<file path="src/hw/rtl/tte_pkg.sv">
package tte_pkg;

    localparam int unsigned DEFAULT_TIMER_HZ = 200;
    localparam int unsigned SECONDS_PER_MIN  = 60;
    localparam int unsigned WINDOW_LEN       = 3;

    localparam int unsigned TIME_W  = 32;
    localparam int unsigned SUM_W   = TIME_W + 2;
    localparam int unsigned TEMPO_W = 16;

    localparam logic [TEMPO_W-1:0] TEMPO_MAX = {TEMPO_W{1'b1}};

    localparam logic CMD_START = 1'b0;
    localparam logic CMD_TAP   = 1'b1;

endpackage

</file>
<file path="src/hw/rtl/tte_divider.sv">
module tte_divider #(
    parameter int unsigned NUM_W = 16,
    parameter int unsigned DEN_W = 34
) (
    input  logic             i_clk,
    input  logic             i_rst_n,
    input  logic             i_start,
    input  logic [NUM_W-1:0] i_dividend,
    input  logic [DEN_W-1:0] i_divisor,
    output logic             o_done,
    output logic [NUM_W-1:0] o_quotient
);

    localparam int unsigned CNT_W = (NUM_W > 1) ? $clog2(NUM_W) : 1;

    logic             r_busy;
    logic             r_done;
    logic [CNT_W-1:0] r_cnt;
    logic [NUM_W-1:0] r_q;
    logic [DEN_W-1:0] r_rem;
    logic [DEN_W-1:0] r_den;

    logic [DEN_W:0]   shifted;
    logic [DEN_W:0]   diff;
    logic             ge;

    // shift in the next dividend bit, then trial subtract
    assign shifted = {r_rem, r_q[NUM_W-1]};
    assign diff    = shifted - {1'b0, r_den};
    assign ge      = (shifted >= {1'b0, r_den});

    always_ff @(posedge i_clk) begin
        if (!i_rst_n) begin
            r_busy <= 1'b0;
            r_done <= 1'b0;
            r_cnt  <= '0;
        end else begin
            r_done <= 1'b0;
            if (i_start) begin
                r_busy <= 1'b1;
                r_cnt  <= '0;
            end else if (r_busy) begin
                r_cnt <= r_cnt + 1'b1;
                if (r_cnt == CNT_W'(NUM_W - 1)) begin
                    r_busy <= 1'b0;
                    r_done <= 1'b1;
                end
            end
        end
    end

    always_ff @(posedge i_clk) begin
        if (i_start) begin
            r_q   <= i_dividend;
            r_rem <= '0;
            r_den <= i_divisor;
        end else if (r_busy) begin
            r_rem <= ge ? diff[DEN_W-1:0] : shifted[DEN_W-1:0];
            r_q   <= {r_q[NUM_W-2:0], ge};
        end
    end

    assign o_done     = r_done;
    assign o_quotient = r_q;

endmodule

</file>
<file path="src/hw/rtl/tap_tempo_estimator.sv">
// A start command yields no result; a tap passes through S_SUM, S_START, S_DIV and S_HOLD
// to its result, S_DIV skipped for a zero interval sum; NUM_W is the width of 180 * TIMER_HZ.
// Throughput: one item at a time; the restoring divider retires one quotient bit a cycle.
// A finished result waits in the output register while the next item is taken.
// Reset (synchronous, active low) clears the reference time, the interval window,
// the filled flag and the output valid.
module tap_tempo_estimator #(
    parameter int unsigned TIMER_HZ = tte_pkg::DEFAULT_TIMER_HZ
) (
    input  logic                       i_clk,
    input  logic                       i_rst_n,
    input  logic                       i_in_valid,
    output logic                       o_in_ready,
    input  logic                       i_command,
    input  logic [tte_pkg::TIME_W-1:0] i_timestamp,
    output logic                       o_out_valid,
    input  logic                       i_out_ready,
    output logic [tte_pkg::TEMPO_W-1:0] o_tempo_bpm
);

    localparam int unsigned NUMERATOR = tte_pkg::SECONDS_PER_MIN * tte_pkg::WINDOW_LEN
                                        * TIMER_HZ;
    localparam int unsigned NUM_W = $clog2(NUMERATOR + 1);
    localparam int unsigned EXT_W = (NUM_W > tte_pkg::TEMPO_W) ? NUM_W : tte_pkg::TEMPO_W;
    localparam int unsigned TW    = tte_pkg::TIME_W;
    localparam int unsigned SW    = tte_pkg::SUM_W;

    localparam logic [2:0] S_IDLE  = 3'd0;
    localparam logic [2:0] S_SUM   = 3'd1;
    localparam logic [2:0] S_START = 3'd2;
    localparam logic [2:0] S_DIV   = 3'd3;
    localparam logic [2:0] S_HOLD  = 3'd4;

    logic [2:0]    r_state;
    logic [2:0]    n_state;
    logic [TW-1:0] r_prev_time;
    logic [TW-1:0] r_win [tte_pkg::WINDOW_LEN];
    logic          r_filled;
    logic [SW-1:0] r_sum;
    logic [tte_pkg::TEMPO_W-1:0] r_result;
    logic          r_out_valid;
    logic [tte_pkg::TEMPO_W-1:0] r_tempo;

    logic          in_xfer;
    logic [TW-1:0] interval;
    logic          div_start;
    logic          div_done;
    logic [NUM_W-1:0] div_quot;
    logic [EXT_W-1:0] sat_src;
    logic [tte_pkg::TEMPO_W-1:0] sat_val;
    logic          hold_go;

    assign o_in_ready = (r_state == S_IDLE);
    assign in_xfer    = i_in_valid && o_in_ready;
    assign interval   = i_timestamp - r_prev_time;
    assign div_start  = (r_state == S_START) && (r_sum != '0);
    assign hold_go    = (r_state == S_HOLD) && (!r_out_valid || i_out_ready);

    // zero sum gives the full numerator; both paths clamp to the field
    assign sat_src = (r_state == S_START) ? EXT_W'(NUMERATOR) : EXT_W'(div_quot);
    assign sat_val = (sat_src > EXT_W'(tte_pkg::TEMPO_MAX)) ? tte_pkg::TEMPO_MAX
                                                             : sat_src[tte_pkg::TEMPO_W-1:0];

    tte_divider #(
        .NUM_W (NUM_W),
        .DEN_W (SW)
    ) u_div (
        .i_clk      (i_clk),
        .i_rst_n    (i_rst_n),
        .i_start    (div_start),
        .i_dividend (NUM_W'(NUMERATOR)),
        .i_divisor  (r_sum),
        .o_done     (div_done),
        .o_quotient (div_quot)
    );

    always_comb begin
        n_state = r_state;
        unique case (r_state)
            S_IDLE: begin
                if (in_xfer && (i_command == tte_pkg::CMD_TAP)) begin
                    n_state = S_SUM;
                end
            end
            S_SUM:   n_state = S_START;
            S_START: n_state = (r_sum == '0) ? S_HOLD : S_DIV;
            S_DIV: begin
                if (div_done) begin
                    n_state = S_HOLD;
                end
            end
            S_HOLD: begin
                if (hold_go) begin
                    n_state = S_IDLE;
                end
            end
            default: n_state = S_IDLE;
        endcase
    end

    always_ff @(posedge i_clk) begin
        if (!i_rst_n) begin
            r_state     <= S_IDLE;
            r_prev_time <= '0;
            r_filled    <= 1'b0;
            r_out_valid <= 1'b0;
            for (int i = 0; i < tte_pkg::WINDOW_LEN; i++) begin
                r_win[i] <= '0;
            end
        end else begin
            r_state <= n_state;
            if (in_xfer) begin
                r_prev_time <= i_timestamp;
                if (i_command == tte_pkg::CMD_START) begin
                    r_filled <= 1'b0;
                    for (int i = 0; i < tte_pkg::WINDOW_LEN; i++) begin
                        r_win[i] <= '0;
                    end
                end else if (!r_filled) begin
                    r_filled <= 1'b1;
                    for (int i = 0; i < tte_pkg::WINDOW_LEN; i++) begin
                        r_win[i] <= interval;
                    end
                end else begin
                    r_win[0] <= r_win[1];
                    r_win[1] <= r_win[2];
                    r_win[2] <= interval;
                end
            end
            if (hold_go) begin
                r_out_valid <= 1'b1;
            end else if (i_out_ready) begin
                r_out_valid <= 1'b0;
            end
        end
    end

    always_ff @(posedge i_clk) begin
        if (r_state == S_SUM) begin
            r_sum <= SW'(r_win[0]) + SW'(r_win[1]) + SW'(r_win[2]);
        end
        if ((r_state == S_START) || ((r_state == S_DIV) && div_done)) begin
            r_result <= sat_val;
        end
        if (hold_go) begin
            r_tempo <= r_result;
        end
    end

    assign o_out_valid = r_out_valid;
    assign o_tempo_bpm = r_tempo;

endmodule
</file>
<file path="config.mk">
export PLATFORM = sky130hd
export DESIGN_NAME = tap_tempo_estimator
export DESIGN_NICKNAME = d
export VERILOG_FILES = /design/src/hw/rtl/tte_pkg.sv /design/src/hw/rtl/tte_divider.sv /design/src/hw/rtl/tap_tempo_estimator.sv
export SDC_FILE = /design/constraint.sdc
export NUM_CORES = 1
export LEC_CHECK = 0
export ABC_AREA = 1
export BUFFER_PORTS_ARGS = -buffer_cell sky130_fd_sc_hd__buf_2
export CAP_MARGIN = 20
export CORE_ASPECT_RATIO = 1.1
export CORE_MARGIN = 10
export CORE_UTILIZATION = 60
export CTS_CLUSTER_DIAMETER = 30
export DETAILED_ROUTE_END_ITERATION = 6
export PLACE_DENSITY_LB_ADDON = 0.1
export SLEW_MARGIN = 10
export SYNTH_ARGS = -nofsm -noshare
export SYNTH_HDL_FRONTEND = slang
export SYNTH_SLANG_ARGS = --single-unit
</file>
<file path="constraint.sdc">
create_clock -name i_clk -period 5.5 [get_ports i_clk]
set_input_delay 1.1 -clock i_clk [delete_from_list [all_inputs] [get_ports i_clk]]
set_output_delay 1.1 -clock i_clk [all_outputs]
set_load 0.01 [all_outputs]
</file>
==> tab_implementation.tex, run 1 <==
\begin{tabular}{lr}
\hline
Metric & Value \\
\hline
\multicolumn{2}{l}{\textbf{Status}} \\
Result of the run & complete, no violations \\
\multicolumn{2}{l}{\textbf{Global routing}} \\
Sum of overflow across all layers after global routing & 0 \\
Number of antenna violations at the first check in global routing & 0 \\
Global Route Usage Sum & 22.5\% \\
Pin count of the biggest net entering global routing & 84 \\
Wire length of the first global-routing pass & 67500 um \\
Vias in the first global route & 14300 \\
\multicolumn{2}{l}{\textbf{Clocking}} \\
Clock network latency to the later pin of the worst-skew pair & 580 ps \\
Number of CTS-inserted buffers & 61 \\
Clock tree sinks & 289 \\
Clk Tree Root Cell & clkbuf\_16 \\
Reg clk slew, reported paths & 50 ps \\
CTS Buffer Depth & 3 \\
Quantity of gates resized following cts & 0 \\
CTS H-tree depth & 2 \\
CTS tree & done \\
Count of hold buffers inserted by post-cts repair & 0 \\
Setup Fix Bufs, Post-CTS & 0 \\
\multicolumn{2}{l}{\textbf{Critical path}} \\
Required time worst endpoint & 5820 ps \\
Crit start category & flop \\
Critical path class & reg2reg \\
CP endpoint kind & flop \\
Critical Path AT & 3470 ps \\
Largest driver fanout on the critical path & 5 \\
\multicolumn{2}{l}{\textbf{Synthesis}} \\
Cells after Synth & 2180 \\
Number of synthesized flops with an enable pin & 196 \\
Post-synthesis net count & 2349 \\
Post-synth design cell area & 0.0176 mm\^{}2 \\
Most used DFF post-synth & edfxtp\_1 \\
Synth area leaders & edfxtp\_1, nand2\_1, dfxtp\_1, ha\_1, inv\_1 \\
Seq cells post-synth & 289 \\
Average footprint of a synthesized cell & 8.10 um\^{}2 \\
Cell type with the highest aggregate area in the netlist & edfxtp\_1 \\
Proportion of netlist area held by the largest area contributor & 33.3\% \\
Async set or reset register ratio after synthesis & 0\% \\
Yosys warning count & 0 \\
Unique cell type count in the Yosys netlist & 51 \\
Sequential share of the synthesized area & 43.9\% \\
\multicolumn{2}{l}{\textbf{Cells and area}} \\
Layout Area Growth over Synthesis & 15.7\% \\
Area taken by flip-flops and latches & 0.00775 mm\^{}2 \\
Commonest non-fill, non-tap cell in the layout & nand2\_1 \\
Non-Filler Instances & 2680 \\
Share of post-route cells with drive strength above 1 & 9.43\% \\
Most frequent cells in the layout & nand2\_1, inv\_1, edfxtp\_1, nor2\_1, a21oi\_1 \\
Multi-input combinational cell area & 0.00862 mm\^{}2 \\
Post-route cell area & 0.0204 mm\^{}2 \\
Total inserted antenna cells & 0 \\
Net count reported at finish & 2428 \\
Number of filler cells placed in the layout & 2276 \\
\multicolumn{2}{l}{\textbf{Floorplanning}} \\
Die area & 0.0367 mm\^{}2 \\
Die width & 184 um \\
I/O pin count & 55 \\
Placeable core region & 0.0289 mm\^{}2 \\
Number of placement rows & 65 \\
Starting density of the core & 61.1\% \\
Die outline height & 200 um \\
\multicolumn{2}{l}{\textbf{Min path}} \\
Hold/Removal Path Class & reg2reg \\
\multicolumn{2}{l}{\textbf{Flow run}} \\
Max Cap Violations & 0 \\
\multicolumn{2}{l}{\textbf{STA}} \\
Pins over their slew limit & 0 \\
Maximum frequency from static timing analysis & 318 MHz \\
Minimum clock period after layout & 3140 ps \\
Largest clock skew in the final design & 20.9 ps \\
Slew margin rel. & 31.9\% \\
Endpoints failing hold & 0 \\
Setup\_tns & 0 ps \\
Final worst-path cycle share & 57.1\% \\
Final setup violation count & 0 \\
RSZ-0062 raised after global routing & false \\
Worst-margin pin slew & 1020 ps \\
\multicolumn{2}{l}{\textbf{Placement}} \\
Input/output buffers & 54 \\
Placed cells & 2564 \\
Post-placement cell area & 0.0182 mm\^{}2 \\
Weighted congestion reported at the end of routability-driven placement & 1.00 \\
Hpwl dp & 30300 um \\
\multicolumn{2}{l}{\textbf{Power and ir drop}} \\
Largest vdd supply drop & 453 uV \\
Power per standard cell area & 647 mW/mm\^{}2 \\
Leak pwr & 9.63 nW \\
\multicolumn{2}{l}{\textbf{Routing}} \\
Wirelength, routed & 41100 um \\
Number of routed nets with antenna violations & 0 \\
Routed via count & 14400 \\
Routed len/inst & 15.3 um \\
Vias per cell & 5.37 \\
Drc violations & 0 \\
Iteration count of the initial detailed-routing pass & 7 \\
DRT iter0 DRCs & 940 \\
\hline
\end{tabular}
-- synth_stat cells, drive strengths merged (29+ instances only) --
| cell | n |
|---|---|
| nand2 | 653 |
| inv | 284 |
| edfxtp | 196 |
| nor2 | 183 |
| a21oi | 176 |
| nand3 | 119 |
| ha | 97 |
| dfxtp | 93 |
| o21ai | 86 |
| xor2 | 37 |
| fa | 35 |
| nand3b | 30 |
| clkbuf | 29 |
| xnor2 | 29 |
-- path summary, 6_finish.rpt --
path | endpoint | cells after the start | slack (ps) | start
max | r_sum[27] | 8 | 2360 | r_win[0][54]
min reg2reg | o_tempo_bpm[13] | 0 | 410 | r_result[13]
min | o_tempo_bpm[13] | 0 | 410 | r_result[13]
max reg2reg | r_sum[27] | 8 | 2360 | r_win[0][54]
-- kinds of logic after synthesis --
kind of cell / Yosys count / share of synthesized area [%]
XOR/XNOR: 66 / 3.28
AND/OR/NAND/NOR: 1059 / 25.4
buffers and inverters: 333 / 7.44
adder cells (fa/ha/maj): 132 / 10.8
flip-flops: 289 / 43.9
AO/OA/AOI/OAI: 301 / 9.15
-- power by group --
group	switching [mW]	internal, mW
sequential	0.389	3.34
clock	1.24	2.56
combinational	3.73	1.96
total	5.36	7.85
-- sequential cells by signal, summed over array words and instances (netlist names), 3 cells and up --
name and count:
o_tempo_bpm 16, r_prev_time 32, r_result 16, r_state 3
r_sum 34, r_win 96, u_div.o_quotient 16, u_div.r_cnt 4
u_div.r_den 34, u_div.r_rem 34
-- per-layer routing --
layer  vias up  GRT usage [%]  share of wire, %
met5         -              0                 0
li1       7326              -                 -
met3        99           3.27               3.9
met1      6604           25.8                42
met2       357           40.5                50
met4         0           10.7               4.0
-- per-stage QoR --
stage / hold WS (ps) / power (mW) / utilization [%] / setup WS (ps)
2_1_floorplan: 400 / 8.00 / - / 1780
3_3_place_gp: 401 / 9.27 / 63.2 / 2010
3_5_place_dp: 405 / 9.36 / 63.2 / 1970
4_1_cts: 411 / 13.2 / 70.7 / 2350
5_1_grt: 419 / 14.2 / 70.7 / 2100
6_report: 408 / 13.2 / 70.7 / 2360
-- layout make-up --
class,instances,share of cell area (%)
well taps,368,2.25
multi-input cells,1558,42.2
clock inverters,44,2.75
clock buffers,72,7.92
flip-flops and latches,289,37.9
inverters,285,5.25
repair buffers,64,1.69
-- critical path: stages (launching register included) --
cell,delay (ps)
edfxtp_1,410
fa_1,500
ha_1,400
nand2_1,160
nor4_1,770
nand3_1,170
nand3_1,240
a21oi_1,120
xnor2_1,130
No activity file was read; power rests on OpenSTA's default activity.
==> inputs of run 2 (changes only) <==
Clock period 5.5 ns to 3.08 ns, I/O delays scaled along.
==> run 2 against run 1 <==
Effect of this change: combinational power up 85%; sequential power rose by 79%; die area is the same; worst setup slack got worse by 2200 ps; global-route usage is 1.7 points higher; first-iteration DRC count fell by 3.4%; core utilization is 0.94 points higher; sequential cell count unchanged; routed wire length grew 5.4%; sequential share of layout area decreased by 0.50 points; final area grew 1.3%; count of clock-buffer cells in the layout rose by 6; largest power group unchanged.
==> tab_implementation.tex, run 2 (same netlist as run 1, synthesis figures left out) <==
\begin{tabular}{lr}
\hline
Metric & Value \\
\hline
\multicolumn{2}{l}{\textbf{Status}} \\
Result of the run & complete, no violations (unchanged) \\
\multicolumn{2}{l}{\textbf{Power and ir drop}} \\
Gate power share & 43.9\% (was 43.0\%) \\
Power per standard cell area & 1150 mW/mm\^{}2 (was 647 mW/mm\^{}2) \\
Switching Fraction & 40.8\% (was 40.6\%) \\
Register share of total power & 27.9\% (was 28.2\%) \\
Internal Dissipation & 14.1 mW (was 7.85 mW) \\
Switch Pwr & 9.74 mW (was 5.36 mW) \\
Leak pwr & 9.79 nW (was 9.63 nW) \\
Clock share of power & 28.2\% (was 28.7\%) \\
Post-layout power & 23.9 mW (was 13.2 mW) \\
Largest vdd supply drop & 549 uV (was 453 uV) \\
\multicolumn{2}{l}{\textbf{Placement}} \\
Hpwl dp & 32400 um (was 30300 um) \\
Input/output buffers & 54 (unchanged) \\
Post-placement cell area & 0.0185 mm\^{}2 (was 0.0182 mm\^{}2) \\
Weighted congestion reported at the end of routability-driven placement & 0.990 (was 1.00) \\
\multicolumn{2}{l}{\textbf{Cells and area}} \\
Commonest non-fill, non-tap cell in the layout & nand2\_1 (unchanged) \\
Post-route cell area & 0.0207 mm\^{}2 (was 0.0204 mm\^{}2) \\
Most frequent cells in the layout & nand2\_1, inv\_1, edfxtp\_1, nor2\_1, a21oi\_1 (unchanged) \\
Area taken by flip-flops and latches & 0.00775 mm\^{}2 (unchanged) \\
Most flop-heavy register & r\_win (unchanged) \\
Share of post-route cells with drive strength above 1 & 10.5\% (was 9.43\%) \\
Layout Area Growth over Synthesis & 17.3\% (was 15.7\%) \\
Total inserted antenna cells & 0 (unchanged) \\
Max reg flops & 96 (unchanged) \\
Net count reported at finish & 2459 (was 2428) \\
Number of filler cells placed in the layout & 2304 (was 2276) \\
Multi-input combinational cell area & 0.00863 mm\^{}2 (was 0.00862 mm\^{}2) \\
\multicolumn{2}{l}{\textbf{Global routing}} \\
Most used routing layer & met2 (unchanged) \\
Global Route Usage Sum & 24.1\% (was 22.5\%) \\
Met2 layer usage reported by global route & 43.1\% (was 40.5\%) \\
Pin count of the biggest net entering global routing & 78 (was 84) \\
Number of antenna violations at the first check in global routing & 0 (unchanged) \\
Wire length of the first global-routing pass & 71600 um (was 67500 um) \\
Sum of overflow across all layers after global routing & 0 (unchanged) \\
Vias in the first global route & 14900 (was 14300) \\
Fraction of met1 tracks used by global routing & 27.4\% (was 25.8\%) \\
Met3 layer usage reported by global route & 3.80\% (was 3.27\%) \\
\multicolumn{2}{l}{\textbf{STA}} \\
Final worst-path cycle share & 95.0\% (was 57.1\%) \\
Slew margin rel. & 42.6\% (was 31.9\%) \\
RSZ-0062 raised after global routing & true (was false) \\
Endpoints failing hold & 0 (unchanged) \\
Setup\_tns & 0 ps (unchanged) \\
Minimum clock period after layout & 2930 ps (was 3140 ps) \\
Pins over their slew limit & 0 (unchanged) \\
Final setup violation count & 0 (unchanged) \\
Maximum frequency from static timing analysis & 342 MHz (was 318 MHz) \\
Largest clock skew in the final design & 24.1 ps (was 20.9 ps) \\
Worst-margin pin slew & 861 ps (was 1020 ps) \\
\multicolumn{2}{l}{\textbf{Routing}} \\
DRT iter0 DRCs & 908 (was 940) \\
Wirelength, routed & 43300 um (was 41100 um) \\
Routed len/inst & 16.0 um (was 15.3 um) \\
Number of routed nets with antenna violations & 0 (unchanged) \\
Drc violations & 0 (unchanged) \\
Vias per cell & 5.42 (was 5.37) \\
Routed via count & 14700 (was 14400) \\
Iteration count of the initial detailed-routing pass & 6 (was 7) \\
\multicolumn{2}{l}{\textbf{Floorplanning}} \\
I/O pin count & 55 (unchanged) \\
Placeable core region & 0.0289 mm\^{}2 (unchanged) \\
Number of placement rows & 65 (unchanged) \\
Die outline height & 200 um (unchanged) \\
Die width & 184 um (unchanged) \\
Starting density of the core & 61.1\% (unchanged) \\
Die area & 0.0367 mm\^{}2 (unchanged) \\
\multicolumn{2}{l}{\textbf{Clocking}} \\
Clock tree sinks & 289 (unchanged) \\
Clock network latency to the later pin of the worst-skew pair & 550 ps (was 580 ps) \\
Reg clk slew, reported paths & 50 ps (about the same) \\
Number of CTS-inserted buffers & 66 (was 61) \\
CTS tree & done (unchanged) \\
Clk Tree Root Cell & clkbuf\_16 (unchanged) \\
CTS Buffer Depth & 3 (unchanged) \\
CTS H-tree depth & 3 (was 2) \\
\multicolumn{2}{l}{\textbf{Critical path}} \\
Critical path class & reg2reg (unchanged) \\
Critical Path AT & 3220 ps (was 3470 ps) \\
Largest driver fanout on the critical path & 3 (was 5) \\
Crit start category & flop (unchanged) \\
CP endpoint kind & flop (unchanged) \\
Required time worst endpoint & 3370 ps (was 5820 ps) \\
\multicolumn{2}{l}{\textbf{Min path}} \\
Hold/Removal Path Class & in2reg (was reg2reg) \\
\multicolumn{2}{l}{\textbf{Flow run}} \\
Max Cap Violations & 0 (unchanged) \\
\hline
\end{tabular}
run 2: through the flow:
stage | worst slack, ps | cells | hold WS, ps | util [%]
after global routing | -11.6 | 2709 | 337 | 71.7
after detailed placement | 72.5 | 2589 | 405 | 64.0
after CTS | 54.3 | 2708 | 327 | 71.6
after floorplan | 342 | 2180 | 400 | -
after global placement | 166 | 2589 | 402 | 64.0
final | 155 | 2709 | 353 | 71.7
run 2: routing by layer:
metal,vias up,part of all wire [%]
met5,-,0
met4,0,4.6
met3,124,4.2
met2,408,51
met1,6753,40
li1,7409,-
run 2: worst max-delay path, cell delays in order (launching register included):
cell,delay (ps)
edfxtp_1,430
fa_1,490
ha_1,240
fa_1,400
nand3_1,80
nand2_1,100
nand3_1,80
nand2_1,160
a21boi_2,220
o21ai_1,150
nand3_1,110
nand2_1,60
xor2_1,130
run 2: layout make-up:
cell class | instances | share of cell area (%)
well taps | 368 | 2.22
clock buffers | 78 | 8.65
repair buffers | 90 | 2.89
clock inverters | 41 | 1.94
flip-flops and latches | 289 | 37.4
multi-input cells | 1558 | 41.7
inverters | 285 | 5.18
run 2: final timing paths:
path,startpoint,to,slack [ps],cells past startpoint
worst min register to register,r_result[8],o_tempo_bpm[8],410,0
worst max register to register,r_win[0][33],r_sum[31],150,12
worst min-delay path,i_timestamp[0],r_prev_time[0],350,3
worst max-delay path,r_win[0][33],r_sum[31],150,12
run 2: what timing repair did:
action / in CTS / in global routing
resized for setup: 0 / 3
endpoints found under the setup margin: 0 / 6
buffers inserted: 0 / 0
hold buffers: 0 / 0
run 2: power by group through the flow:
stage	clock, mW	combinational (mW)	sequential (mW)
floorplan	0	7.74	6.52
global placement	0	10.1	6.64
finish	6.72	10.5	6.67
detailed placement	0	10.2	6.72
CTS	6.82	10.4	6.67
global route	7.06	11.8	6.82
==> inputs of run 3 (changes only) <==
Settings changed: SETUP_SLACK_MARGIN set to 0.3.
==> run 3 against run 2 <==
Effect of this change: final area up 0.89%; register-to-register slack better by 130 ps; highest routed layer unchanged; worst setup slack better by 130 ps; sequential power is essentially flat; combinational power grew 4%.
==> tab_implementation.tex, run 3 (same netlist as run 1, synthesis figures left out) <==
\begin{tabular}{lr}
\hline
Metric & Value \\
\hline
\multicolumn{2}{l}{\textbf{STA}} \\
RSZ-0062 raised after global routing & true (unchanged) \\
Largest clock skew in the final design & 23.3 ps (was 24.1 ps) \\
Worst-margin pin slew & 867 ps (was 861 ps) \\
Final worst-path cycle share & 90.8\% (was 95.0\%) \\
Minimum clock period after layout & 2800 ps (was 2930 ps) \\
Final setup violation count & 0 (unchanged) \\
Maximum frequency from static timing analysis & 357 MHz (was 342 MHz) \\
Slew margin rel. & 42.2\% (was 42.6\%) \\
Pins over their slew limit & 0 (unchanged) \\
Setup\_tns & 0 ps (unchanged) \\
Endpoints failing hold & 0 (unchanged) \\
\multicolumn{2}{l}{\textbf{Status}} \\
Result of the run & complete, no violations (unchanged) \\
\multicolumn{2}{l}{\textbf{Routing}} \\
Vias per cell & 5.45 (was 5.42) \\
Number of routed nets with antenna violations & 0 (unchanged) \\
Routed via count & 14800 (was 14700) \\
Drc violations & 0 (unchanged) \\
Wirelength, routed & 43800 um (was 43300 um) \\
Iteration count of the initial detailed-routing pass & 5 (was 6) \\
Routed len/inst & 16.1 um (was 16.0 um) \\
DRT iter0 DRCs & 930 (was 908) \\
\multicolumn{2}{l}{\textbf{Floorplanning}} \\
Number of placement rows & 65 (unchanged) \\
Die outline height & 200 um (unchanged) \\
Starting density of the core & 61.1\% (unchanged) \\
Die width & 184 um (unchanged) \\
Die area & 0.0367 mm\^{}2 (unchanged) \\
I/O pin count & 55 (unchanged) \\
Placeable core region & 0.0289 mm\^{}2 (unchanged) \\
\multicolumn{2}{l}{\textbf{Critical path}} \\
FF-to-FF path depth & 12 (unchanged) \\
R2R Setup Slk & 280 ps (was 150 ps) \\
Largest driver fanout on the critical path & 4 (was 3) \\
Crit start category & flop (unchanged) \\
Required time worst endpoint & 3360 ps (was 3370 ps) \\
Critical path class & reg2reg (unchanged) \\
CP endpoint kind & flop (unchanged) \\
Worst flop-to-flop path startpoint & r\_win[0][33] (unchanged) \\
Critical R2R Capture & r\_sum[29] (was r\_sum[31]) \\
Critical Path AT & 3080 ps (was 3220 ps) \\
\multicolumn{2}{l}{\textbf{Power and ir drop}} \\
Switch Pwr & 9.92 mW (was 9.74 mW) \\
Leak pwr & 9.82 nW (was 9.79 nW) \\
Internal Dissipation & 14.3 mW (was 14.1 mW) \\
Switching Fraction & 40.9\% (was 40.8\%) \\
Power per standard cell area & 1160 mW/mm\^{}2 (was 1150 mW/mm\^{}2) \\
Clock share of power & 27.8\% (was 28.2\%) \\
Largest vdd supply drop & 551 uV (was 549 uV) \\
Register share of total power & 27.5\% (was 27.9\%) \\
Gate power share & 44.8\% (was 43.9\%) \\
\multicolumn{2}{l}{\textbf{Placement}} \\
Hpwl dp & 32400 um (unchanged) \\
Input/output buffers & 54 (unchanged) \\
Weighted congestion reported at the end of routability-driven placement & 0.990 (unchanged) \\
Post-placement cell area & 0.0185 mm\^{}2 (unchanged) \\
\multicolumn{2}{l}{\textbf{Global routing}} \\
Vias in the first global route & 14900 (about the same) \\
Global Route Usage Sum & 24.1\% (about the same) \\
Sum of overflow across all layers after global routing & 0 (unchanged) \\
Pin count of the biggest net entering global routing & 78 (unchanged) \\
Wire length of the first global-routing pass & 71700 um (was 71600 um) \\
Number of antenna violations at the first check in global routing & 0 (unchanged) \\
\multicolumn{2}{l}{\textbf{Cells and area}} \\
Most flop-heavy register & r\_win (unchanged) \\
Total inserted antenna cells & 0 (unchanged) \\
Post-route cell area & 0.0209 mm\^{}2 (was 0.0207 mm\^{}2) \\
Net count reported at finish & 2466 (was 2459) \\
Max reg flops & 96 (unchanged) \\
Most frequent cells in the layout & nand2\_1, inv\_1, edfxtp\_1, nor2\_1, a21oi\_1 (unchanged) \\
Final Util & 72.3\% (was 71.7\%) \\
Layout Area Growth over Synthesis & 18.3\% (was 17.3\%) \\
Commonest non-fill, non-tap cell in the layout & nand2\_1 (unchanged) \\
Share of post-route cells with drive strength above 1 & 11.9\% (was 10.5\%) \\
Area taken by flip-flops and latches & 0.00775 mm\^{}2 (unchanged) \\
Multi-input combinational cell area & 0.00876 mm\^{}2 (was 0.00863 mm\^{}2) \\
Number of filler cells placed in the layout & 2266 (was 2304) \\
\multicolumn{2}{l}{\textbf{Clocking}} \\
Number of CTS-inserted buffers & 66 (unchanged) \\
Clock network latency to the later pin of the worst-skew pair & 560 ps (was 550 ps) \\
CTS H-tree depth & 3 (unchanged) \\
CTS Buffer Depth & 3 (unchanged) \\
Reg clk slew, reported paths & 40 ps (was 50 ps) \\
CTS tree & done (unchanged) \\
Clock tree sinks & 289 (unchanged) \\
Clk Tree Root Cell & clkbuf\_16 (unchanged) \\
\multicolumn{2}{l}{\textbf{Min path}} \\
Hold Path Sink & r\_prev\_time[0] (unchanged) \\
Hold/Removal Path Class & in2reg (unchanged) \\
Hold Startpoint & i\_timestamp[0] (unchanged) \\
Worst Hold Path Cells & 3 (unchanged) \\
\multicolumn{2}{l}{\textbf{Flow run}} \\
Max Cap Violations & 0 (unchanged) \\
\hline
\end{tabular}
run 3: cell types whose count changed in the layout (fill, tap and decap cells not counted), sizes merged:
cell / change
buf: +7
run 3: cell type report:
cell class	instances	share of cell area, %
clock buffers	78	8.57
clock inverters	41	1.92
inverters	285	5.13
multi-input cells	1558	41.9
flip-flops and latches	289	37.1
well taps	368	2.20
repair buffers	97	3.12
run 3: worst max-delay path by stage:
stage	endpoint	slack, ps	from	cells after the start
detailed placement	r_sum[31]	70	r_win[0][33]	12
floorplan	o_tempo_bpm[0]	340	i_out_ready	2
global placement	r_sum[20]	170	r_win[0][39]	11
finish	r_sum[29]	280	r_win[0][33]	12
CTS	r_sum[29]	300	r_win[0][44]	11
global route	r_sum[29]	180	r_win[0][33]	12
run 3: power groups by stage:
| stage | clock [mW] | combinational (mW) | sequential (mW) |
|---|---|---|---|
| after floorplan | 0 | 7.74 | 6.52 |
| after global placement | 0 | 10.1 | 6.64 |
| after detailed placement | 0 | 10.2 | 6.72 |
| after CTS | 6.82 | 10.4 | 6.67 |
| after global routing | 7.06 | 12.2 | 6.82 |
| final | 6.73 | 10.9 | 6.67 |
run 3: critical path, cell delays in order, from the launching register on:
cell and delay, ps:
edfxtp_1 420, fa_1 540, ha_2 210, fa_2 350, nand3_1 100, nand2_2 110
nand4_1 130, nand2_2 130, nand3_2 90, nand3_2 80, nand2_1 80, o211ai_1 120
xor2_1 170
run 3: metal layers:
layer  wire, um  up-vias  track usage, %
met5          0        -               0
met1      17700     6875            27.4
li1           -     7423               -
met3       1820      127            3.82
met4       1990        0            12.7
met2      22300      390            43.1
run 3: metrics by stage:
step,hold WS (ps),cells,worst slack (ps),power (mW)
final,353,2716,282,24.3
after global routing,337,2716,180,26.1
after CTS,327,2710,303,23.9
after detailed placement,405,2589,72.5,17.0
after global placement,402,2589,166,16.7
after floorplan,400,2180,342,14.3
run 3: what timing repair did:
item                       CTS  global route
gates resized for setup     10            24
pin swaps                    2             7
setup endpoints to repair   12            14
buffers inserted             2             5
hold buffers                 0             0
